`src/rtl/core/gwn_pkg.sv`:
```
// Package for the group weight neutraliser: widths, codes, item and handshake types
// and the saturating accumulator and magnitude helpers. Depends on nothing.
package gwn_pkg;

    localparam int NUM_GROUPS_DEF = 256;
    localparam int GID_W          = 8;
    localparam int DATA_W         = 32;
    localparam int SUM_W          = 48;
    localparam int S_TDATA_W      = 80;
    localparam int S_TUSER_W      = 3;
    localparam int M_TDATA_W      = 32;
    localparam int PROD_W         = 128;
    localparam int MULA_W         = 96;
    localparam int QUO_W          = 32;

    typedef enum logic
    {
        OP_ACCUMULATE = 1'b0,
        OP_APPLY      = 1'b1
    } op_t;

    typedef struct packed
    {
        op_t                      op;
        logic                     in_range;
        logic [GID_W-1:0]         group;
        logic signed [DATA_W-1:0] member_weight;
        logic                     member_finite;
        logic signed [DATA_W-1:0] signal_value;
        logic                     signal_finite;
        logic                     last;
    } item_t;

    typedef struct packed
    {
        logic                     start;
        logic signed [SUM_W-1:0]  member_group;
        logic signed [SUM_W-1:0]  signal_group;
        logic signed [SUM_W-1:0]  member_total;
        logic signed [SUM_W-1:0]  signal_total;
        logic signed [DATA_W-1:0] signal_value;
    } ratio_req_t;

    typedef struct packed
    {
        logic              done;
        logic [DATA_W-1:0] value;
    } ratio_rsp_t;

    typedef enum logic [2:0]
    {
        BK_IDLE,
        BK_READ,
        BK_DATA,
        BK_CALC,
        BK_OUT
    } back_state_t;

    typedef enum logic [2:0]
    {
        RT_IDLE,
        RT_MUL1,
        RT_MUL2,
        RT_MUL3,
        RT_CHECK,
        RT_DIV,
        RT_DONE
    } ratio_state_t;

    function automatic logic signed [SUM_W-1:0] sat_add48(input logic signed [SUM_W-1:0] a,
                                                          input logic signed [DATA_W-1:0] b);
        logic signed [SUM_W:0] s;
        begin
            s = {a[SUM_W-1], a} + {{(SUM_W-DATA_W+1){b[DATA_W-1]}}, b};
            if (s[SUM_W] != s[SUM_W-1])
            begin
                sat_add48 = s[SUM_W] ? {1'b1, {(SUM_W-1){1'b0}}} : {1'b0, {(SUM_W-1){1'b1}}};
            end
            else
            begin
                sat_add48 = s[SUM_W-1:0];
            end
        end
    endfunction

    function automatic logic [SUM_W-1:0] mag48(input logic signed [SUM_W-1:0] x);
        begin
            mag48 = x[SUM_W-1] ? SUM_W'(-x) : x;
        end
    endfunction

endpackage

```
`src/rtl/core/gwn_front.sv`:
```
// Front end: unpacks and classifies incoming requests and holds them in a two-entry queue.
// Depends on gwn_pkg.
module gwn_front #(
    parameter int NUM_GROUPS = gwn_pkg::NUM_GROUPS_DEF
) (
    input  logic                           clk,
    input  logic                           rst_n,
    input  logic                           s_tvalid,
    output logic                           s_tready,
    input  logic [gwn_pkg::S_TDATA_W-1:0]  s_tdata,
    input  logic [gwn_pkg::S_TUSER_W-1:0]  s_tuser,
    input  logic                           s_tlast,
    output logic                           q_valid,
    output gwn_pkg::item_t                 q_item,
    input  logic                           q_pop
);

    gwn_pkg::item_t item_in;
    gwn_pkg::item_t slot_reg [2];
    logic           wr_ptr_reg, wr_ptr_next;
    logic           rd_ptr_reg, rd_ptr_next;
    logic [1:0]     count_reg, count_next;
    logic           push;
    logic [8:0]     gid;

    assign gid = s_tdata[8:0];

    always_comb
    begin
        item_in.op            = gwn_pkg::op_t'(s_tuser[0]);
        item_in.in_range      = !gid[8] && (32'(gid[7:0]) < NUM_GROUPS);
        item_in.group         = gid[7:0];
        item_in.member_weight = s_tdata[40:9];
        item_in.member_finite = s_tuser[1];
        item_in.signal_value  = s_tdata[72:41];
        item_in.signal_finite = s_tuser[2];
        item_in.last          = s_tlast;
    end

    assign s_tready = (count_reg != 2'd2);
    assign push     = s_tvalid && s_tready;
    assign q_valid  = (count_reg != 2'd0);
    assign q_item   = slot_reg[rd_ptr_reg];

    always_comb
    begin
        wr_ptr_next = push  ? !wr_ptr_reg : wr_ptr_reg;
        rd_ptr_next = q_pop ? !rd_ptr_reg : rd_ptr_reg;
        count_next  = count_reg + 2'(push) - 2'(q_pop);
    end

    always_ff @(posedge clk or negedge rst_n)
    begin
        if (!rst_n)
        begin
            wr_ptr_reg <= 1'b0;
            rd_ptr_reg <= 1'b0;
            count_reg  <= 2'd0;
        end
        else
        begin
            wr_ptr_reg <= wr_ptr_next;
            rd_ptr_reg <= rd_ptr_next;
            count_reg  <= count_next;
        end
    end

    always_ff @(posedge clk)
    begin
        if (push)
        begin
            slot_reg[wr_ptr_reg] <= item_in;
        end
    end

endmodule

```
`config.mk`:
```
export PLATFORM = sky130hd
export DESIGN_NAME = gwn_front
export DESIGN_NICKNAME = d
export VERILOG_FILES = /design/src/rtl/core/gwn_pkg.sv /design/src/rtl/core/gwn_front.sv
export SDC_FILE = /design/constraint.sdc
export NUM_CORES = 1
export LEC_CHECK = 0
export BUFFER_PORTS_ARGS = -buffer_cell sky130_fd_sc_hd__buf_2
export CORE_ASPECT_RATIO = 0.8
export CORE_MARGIN = 2
export CORE_UTILIZATION = 46
export DETAILED_ROUTE_END_ITERATION = 16
export PLACE_DENSITY = 0.79
export SETUP_SLACK_MARGIN = 0.1
export SYNTH_ARGS = -nofsm -noshare
export SYNTH_HDL_FRONTEND = slang
export SYNTH_SLANG_ARGS = --single-unit
```
`constraint.sdc`:
```
create_clock -name clk -period 4 [get_ports clk]
set_input_delay 0.2 -clock clk [delete_from_list [all_inputs] [get_ports clk]]
set_output_delay 0.2 -clock clk [all_outputs]
set_load 0.01 [all_outputs]
```
==> insert_results.sql, run 1 <==
INSERT INTO impl_metrics (metric_group, metric, value, unit) VALUES
('cts', 'htreeDepth', '4', ''),
('synthesis', 'synth.cell_area', '5840', 'sq um'),
('synthesis', 'syn-num-nets', '347', ''),
('floorplan', 'floorplan.die.height', '105', 'microns'),
('cts', 'clkTransAtPathRegs', '60', 'ps'),
('route', 'drt_wl_total', '11700', 'microns'),
('route', 'drt_iter0_drc', '143', ''),
('critical_path', 'cp.buffers_inverters', '1', ''),
('route', 'pre_antenna_drt_iters', '4', ''),
('layout', 'area.growth.synth_to_final', '41.8', '%'),
('cts', 'cts_num_sinks', '158', ''),
('critical_path', 'critical_path.top_delay_family', 'flip-flops', ''),
('layout', 'diodes', '0', ''),
('placed_design', 'finalWeightedCongestion', '0.719', ''),
('critical_path', 'reg2reg_from', 'count_reg[1]', ''),
('synthesis', 'synthDistinctLibCells', '17', ''),
('floorplan', 'die-area', '13600', 'sq um'),
('min_path', 'min_delay_path_class', 'in -> reg', ''),
('critical_path', 'crit-reg2reg-capture', 'slot_reg[0][3]', ''),
('min_path', 'worst_hold_path.endpoint', 'rd_ptr_reg', ''),
('sta', 'tightestPinTransition', '1150', 'ps'),
('critical_path', 'slowest_stage', 'dfrtp_4', ''),
('critical_path', 'cp_max_fo', '78', ''),
('cts', 'cts_tree', 'built', ''),
('critical_path', 'cp-end-kind', 'primary output', ''),
('pwr', 'power.leakage', '3.20', 'nW'),
('sta', 'finalCriticalPeriod', '2420', 'ps'),
('synthesis', 'synth_seq_cells', '158', ''),
('placed_design', 'pre_cts_ws', '2000', 'ps'),
('sta', 'rsz0062_at_grt', 'no', ''),
('synthesis', 'postSynthAreaPerCell', '22.6', 'sq um'),
('critical_path', 'crit_arrival', '2220', 'ps'),
('grt', 'globalRoute.totalOverflow', '0', ''),
('route', 'postRouteAntennaNets', '0', ''),
('critical_path', 'r2r_setup_slack', '1920', 'ps'),
('cts', 'worstSkewPairLatency', '420', 'ps'),
('pwr', 'cellPowerDensity', '714', 'nW/um^2'),
('cts', 'numCtsBuffers', '17', ''),
('grt', 'initial_antenna_violation_count', '0', ''),
('min_path', 'hold_path_depth', '2', ''),
('route', 'avgRoutedWirePerCell', '17.0', 'microns'),
('floorplan', 'die_w', '130', 'microns'),
('cts', 'cts_root_buffer', 'clkbuf_16', ''),
('sta', 'slew_viol_final', '0', ''),
('critical_path', 'worstSetupStartpointType', 'flip-flop', ''),
('pwr', 'worst_ir_drop_vdd', '513', 'uV'),
('sta', 'final_setup_tns', '0', 'ps'),
('grt', 'grt_max_degree', '79', ''),
('min_path', 'worstHoldStart', 'q_pop', ''),
('synthesis', 'synth-seq-area-share', '0.810', ''),
('sta', 'slew_headroom', '0.234', ''),
('cts', 'clock_path_buffers', '2', ''),
('floorplan', 'core_region_area', '12300', 'sq um'),
('grt', 'gr-usage-all-layers', '0.178', ''),
('sta', 'finalSetupViolations', '0', ''),
('run_status', 'outcome', 'completed', ''),
('placed_design', 'place.detailed.hpwl', '6280', 'microns'),
('synthesis', 'synth_warnings', '0', ''),
('grt', 'vias_in_the_first_global_route', '3573', ''),
('synthesis', 'netlist_top_cells_area', 'edfxtp_1 79%, mux2_2 11%, mux2_4 5.1%', ''),
('route', 'route.detailed.vias_per_inst', '4.78', ''),
('sta', 'final.setup.worst_slack', '1580', 'ps'),
('sta', 'final_hold_violating_endpoints', '0', ''),
('route', 'detail_route.drc_violations', '0', ''),
('synthesis', 'netlist_instances', '258', ''),
('synthesis', 'yosys.area.top_type_share', '0.792', ''),
('floorplan', 'num_io_pins', '167', ''),
('sta', 'worst_clock_skew', '9.75', 'ps'),
('layout', 'largest_register_ffs', '154', ''),
('sta', 'achievable-frequency', '0.414', 'GHz'),
('critical_path', 'crit_path_cell_trace', 'mux2_2, buf_2', ''),
('flow_run', 'max_cap_viol_count', '0', ''),
('floorplan', 'row_count', '36', ''),
('critical_path', 'critPathKind', 'reg -> out', ''),
('route', 'route.vias.total', '3290', ''),
('layout', 'finalNetCount', '594', ''),
('critical_path', 'worstRegToRegCells', '4', ''),
('grt', 'wire_length_of_the_first_global_routing_pass', '17900', 'microns'),
('critical_path', 'cp.required', '3800', 'ps'),
('critical_path', 'largest_stage_delay_worst_path', '1190', 'ps'),
('layout', 'drive_above_1_share', '0.523', ''),
('placed_design', 'port_buffers', '159', ''),
('synthesis', 'yosys.area.top_type', 'edfxtp_1', ''),
('sta', 'layout_worst_path_cycle_share', '0.604', ''),
('floorplan', 'initial_utilization', '0.475', '');
synthesized netlist by cell type:
library cell,n
xnor2_1,3
nor2_1,2
mux2_4,20
inv_1,1
buf_6,4
buf_2,5
ha_1,1
a22oi_1,1
nand2b_1,1
a21bo_1,1
nand2_1,1
or2_2,1
xor2_1,1
dfrtp_1,4
and3_1,1
mux2_2,57
edfxtp_1,154
cell type report:
class | count | area (sq um)
Fill cell | 805 | 4020
Inverter | 1 | 3.75
Sequential cell | 158 | 4730
Timing Repair Buffer | 237 | 1590
Clock inverter | 15 | 265
Tap cell | 171 | 214
Multi-Input combinational cell | 90 | 1050
Clock buffer | 17 | 425
placed cells by master (no fill, tap or decap), types with 2 or more instances in the layout:
master / count
buf_2: 159
edfxtp_1: 154
dlygate4sd3_1: 77
mux2_2: 57
mux2_4: 20
clkbuf_16: 17
bufinv_16: 7
xnor2_1: 3
dfrtp_1: 3
clkinv_4: 2
clkinv_1: 2
inv_6: 2
worst max path at each step:
| stage | start | endpoint | slack [ps] | depth (start not counted) |
|---|---|---|---|---|
| 6_report | rd_ptr_reg | q_item[22] | 1580 | 2 |
| 5_1_grt | rd_ptr_reg | q_item[16] | 1480 | 2 |
| 4_1_cts | rd_ptr_reg | q_item[20] | 1540 | 2 |
| 3_5_place_dp | count_reg[0] | slot_reg[0][53] | 2000 | 4 |
| 3_3_place_gp | rd_ptr_reg | q_item[12] | 2000 | 2 |
| 2_1_floorplan | count_reg[0] | slot_reg[0][0] | 880 | 3 |
metrics by stage:
step / util / cells / hold WS [ps] / area, sq um / power [mW]
2_1_floorplan: - / 258 / -95.6 / 5840 / 3.46
3_3_place_gp: 0.554 / 580 / 8.07 / 6810 / 3.95
3_5_place_dp: 0.554 / 580 / 11.3 / 6810 / 4.00
4_1_cts: 0.673 / 689 / 22.3 / 8270 / 5.94
5_1_grt: 0.673 / 689 / 36.0 / 8270 / 6.16
6_report: 0.673 / 689 / 45.9 / 8270 / 5.90
metal layers:
metal	global-route usage	routed length, microns	share of wire
met5	0	0	0
met4	0.0891	318	0.027
met3	0.0696	881	0.075
met2	0.292	5680	0.49
met1	0.202	4810	0.41
kinds of logic (layout without fill, tap and decap cells):
logic type | after synthesis | after routing | share of synthesized area
DFF | 158 | 158 | 0.810
muxes | 77 | 77 | 0.161
buffers and inverters | 10 | 270 | 0.0126
and+or+nand+nor | 6 | 6 | 0.00515
xor gates and xnor gates | 4 | 4 | 0.00600
AOI/OAI and AO/OA | 2 | 2 | 0.00300
adders and majority gates | 1 | 1 | 0.00214
report_power, final:
group	internal (mW)	switching, mW
Combinational	0.791	0.702
Sequential	2.27	0.268
Clock	1.23	0.641
Total	4.29	1.61
repair_timing:
action | in CTS | in global routing
setup buffers | 0 | 0
endpoints found under the hold margin | 156 | 0
hold buffers | 77 | 0
resized for setup | 0 | 0
Power figures use the tool's default switching activity.
==> inputs of run 2 (changes only) <==
--- a/config.mk
+++ b/config.mk
@@ -5,12 +5,13 @@
 export SDC_FILE = /design/constraint.sdc
 export NUM_CORES = 1
 export LEC_CHECK = 0
+export ABC_AREA = 1
 export BUFFER_PORTS_ARGS = -buffer_cell sky130_fd_sc_hd__buf_2
 export CORE_ASPECT_RATIO = 0.8
 export CORE_MARGIN = 2
-export CORE_UTILIZATION = 46
+export CORE_UTILIZATION = 51
 export DETAILED_ROUTE_END_ITERATION = 16
-export PLACE_DENSITY = 0.79
+export PLACE_DENSITY = 0.83
 export SETUP_SLACK_MARGIN = 0.1
 export SYNTH_ARGS = -nofsm -noshare
 export SYNTH_HDL_FRONTEND = slang
==> constraint.sdc (replaced) <==
create_clock -name clk -period 2.5 [get_ports clk]
set_input_delay 0.125 -clock clk [delete_from_list [all_inputs] [get_ports clk]]
set_output_delay 0.125 -clock clk [all_outputs]
set_load 0.01 [all_outputs]
==> run 2 against run 1 <==
Largest cell class unchanged. Clock power increased by 49%. Critical path type unchanged. Synthesized cell count increased by 3.9%. Clock skew fell by 4.4 ps. Worst hold slack better by 28 ps. Global-route usage grew 2.2 points. Largest power group unchanged.
==> insert_results.sql, run 2 <==
INSERT INTO impl_metrics (metric_group, metric, value, unit) VALUES
('cts', 'clkTransAtPathRegs', '60', 'ps'),
('flow_run', 'max_cap_viol_count', '0', ''),
('critical_path', 'worstSetupStartpointType', 'flip-flop', ''),
('route', 'drt_wl_total', '11800', 'microns'),
('run_status', 'outcome', 'completed', ''),
('synthesis', 'netlist_instances', '268', ''),
('synthesis', 'yosys.area_share.simple', '0.0105', ''),
('sta', 'tightestPinTransition', '590', 'ps'),
('synthesis', 'synth_warnings', '0', ''),
('synthesis', 'synthMostInstantiatedCell', 'edfxtp_1', ''),
('floorplan', 'floorplan.die.height', '99.8', 'microns'),
('synthesis', 'post_synth_mux_area_share', '0.161', ''),
('cts', 'cts_tree', 'built', ''),
('grt', 'grt_max_degree', '44', ''),
('synthesis', 'netlist_top_cells_area', 'edfxtp_1 79%, mux2_2 11%, mux2_4 5.1%', ''),
('grt', 'wire_length_of_the_first_global_routing_pass', '18000', 'microns'),
('synthesis', 'synth_adder_area_share', '0.00214', ''),
('critical_path', 'worstSetupEndpoint', 'q_item[23]', ''),
('floorplan', 'initial_utilization', '0.531', ''),
('critical_path', 'startpoint', 'rd_ptr_reg', ''),
('route', 'drt_iter0_drc', '196', ''),
('route', 'postRouteAntennaNets', '0', ''),
('layout', 'fillCellCount', '643', ''),
('route', 'route.vias.total', '3394', ''),
('synthesis', 'synth_compound_gate_area_share', '0.000856', ''),
('synthesis', 'synthDistinctLibCells', '14', ''),
('critical_path', 'worstRegToRegCells', '4', ''),
('layout', 'fin_util', '0.751', ''),
('synthesis', 'post_synth_most_frequent_cells', '154 x edfxtp_1, 57 x mux2_2, 20 x mux2_4, 10 x nand2_1, 6 x inv_1', ''),
('synthesis', 'yosys.area.top_type_share', '0.791', ''),
('critical_path', 'reg2reg_from', 'count_reg[1]', ''),
('sta', 'rsz0062_at_grt', 'no', ''),
('synthesis', 'yosys.area.top_type', 'edfxtp_1', ''),
('cts', 'cts.repair_timing.setup_buffer_count', '0', ''),
('critical_path', 'crit_arrival', '2040', 'ps'),
('sta', 'achievable-frequency', '0.462', 'GHz'),
('floorplan', 'die-area', '12300', 'sq um'),
('sta', 'layout_worst_path_cycle_share', '0.865', ''),
('cts', 'clock_path_buffers', '2', ''),
('layout', 'area.growth.synth_to_final', '41.5', '%'),
('critical_path', 'critPathKind', 'reg -> out', ''),
('critical_path', 'crit-reg2reg-capture', 'slot_reg[0][16]', ''),
('synthesis', 'synth_ff_type', 'edfxtp_1', ''),
('synthesis', 'postSynthAreaPerCell', '21.8', 'sq um'),
('cts', 'cts_root_buffer', 'clkbuf_16', ''),
('pwr', 'report.power.total', '9.25', 'mW'),
('sta', 'finalCriticalPeriod', '2160', 'ps'),
('synthesis', 'post_synth_xor_area_fraction', '0.00150', ''),
('sta', 'worst_clock_skew', '5.40', 'ps'),
('route', 'pre_antenna_drt_iters', '6', ''),
('min_path', 'min_delay_path_class', 'in -> async', ''),
('pwr', 'power.leakage', '3.25', 'nW'),
('synthesis', 'synth_seq_cells', '158', ''),
('floorplan', 'num_io_pins', '167', ''),
('route', 'route.detailed.vias_per_inst', '4.99', ''),
('floorplan', 'die_w', '124', 'microns'),
('synthesis', 'synth-seq-area-share', '0.808', ''),
('layout', 'most_frequent_cells_in_the_layout', '159 x buf_2, 154 x edfxtp_1, 80 x dlygate4sd3_1', ''),
('floorplan', 'row_count', '34', ''),
('placed_design', 'port_buffers', '159', ''),
('cts', 'cts_num_sinks', '158', ''),
('critical_path', 'cp_max_fo', '32', ''),
('grt', 'vias_in_the_first_global_route', '3760', ''),
('critical_path', 'cp-end-kind', 'primary output', ''),
('sta', 'slew_headroom', '0.607', ''),
('synthesis', 'synth_edf_count', '154', ''),
('synthesis', 'synth.cell_area', '5850', 'sq um'),
('critical_path', 'r2r_setup_slack', '750', 'ps'),
('sta', 'slew_viol_final', '0', ''),
('grt', 'globalRoute.totalOverflow', '0', ''),
('layout', 'diodes', '0', ''),
('synthesis', 'async_s_r_ff_share_synth', '0.0253', ''),
('placed_design', 'place.detailed.hpwl', '6610', 'microns'),
('layout', 'largest_register_ffs', '154', ''),
('pwr', 'cellPowerDensity', '1120', 'nW/um^2'),
('cts', 'worstSkewPairLatency', '410', 'ps'),
('layout', 'finalNetCount', '612', ''),
('placed_design', 'finalWeightedCongestion', '0.703', ''),
('sta', 'final_hold_violating_endpoints', '0', ''),
('layout', 'drive_above_1_share', '0.513', ''),
('pwr', 'worst_ir_drop_vdd', '620', 'uV'),
('route', 'avgRoutedWirePerCell', '17.4', 'microns'),
('cts', 'cts_resized', '0', ''),
('grt', 'initial_antenna_violation_count', '0', ''),
('cts', 'numCtsBuffers', '17', ''),
('cts', 'htreeDepth', '4', ''),
('route', 'detail_route.drc_violations', '0', ''),
('synthesis', 'syn-num-nets', '357', ''),
('grt', 'gr-usage-all-layers', '0.200', ''),
('sta', 'finalSetupViolations', '0', ''),
('critical_path', 'cp.required', '2380', 'ps'),
('layout', 'mostFrequentLayoutCell', 'buf_2', ''),
('synthesis', 'dominant_combinational_cell_family_by_area_after_synthesis', 'multiplexers', ''),
('floorplan', 'core_region_area', '11000', 'sq um');
-- run 2: metal layers --
metal	share of wire	up-vias	track usage
met5	0	-	0
met4	0.0054	0	0.0734
met3	0.071	11	0.0682
met2	0.53	138	0.358
met1	0.39	1686	0.219
li1	-	1559	-
-- run 2: power breakdown --
part	total, mW	internal, mW	leakage [nW]	switching, mW
logic	2.58	1.27	1.46	1.31
clock network	2.79	1.78	0.312	1.01
registers	3.89	3.62	1.48	0.266
total	9.25	6.67	3.25	2.58
-- run 2: metrics by stage --
stage	hold slack, ps	TNS [ps]	cells	setup slack (ps)	area (sq um)
after floorplan	-171	-96340	268	-632	5850
after global placement	-68.0	0	568	758	6830
after detailed placement	-63.4	0	568	745	6830
after CTS	38.1	0	680	293	8270
after global routing	65.3	0	680	207	8270
final	73.5	0	680	337	8270
-- run 2: area by class of cell --
class | count | area, sq um | share of cell area
repair buffers | 245 | 1650 | 0.200
clock inverters | 13 | 211 | 0.0256
inverters | 6 | 22.5 | 0.00272
clock buffers | 19 | 433 | 0.0523
well taps | 144 | 180 | 0.0218
multi-input cells | 95 | 1040 | 0.126
flip-flops and latches | 158 | 4730 | 0.571
-- run 2: timing repair --
item,CTS,global route
endpoints found under the setup margin,0,0
hold buffers,80,0
hold endpoints to repair,160,0
-- run 2: worst min path at each step --
stage,startpoint,to,slack (ps),cells past startpoint
4_1_cts,rst_n,count_reg[0],40,2
5_1_grt,rst_n,rd_ptr_reg,70,2
2_1_floorplan,rst_n,count_reg[0],-170,0
3_3_place_gp,rst_n,count_reg[0],-70,1
6_report,rst_n,rd_ptr_reg,70,2
3_5_place_dp,rst_n,count_reg[0],-60,1
-- run 2: cells by family after synthesis --
group / count (synthesis)
AO/OA/AOI/OAI: 1
XOR/XNOR: 1
adder cells (fa/ha/maj): 1
buffers and inverters: 15
flip-flops: 158
multiplexers: 77
AND/OR/NAND/NOR: 15
-- run 2: critical path: stages, from the launching register on --
cell and delay, ps:
dfrtp_4 720, buf_4 360, mux2_2 380, buf_2 150
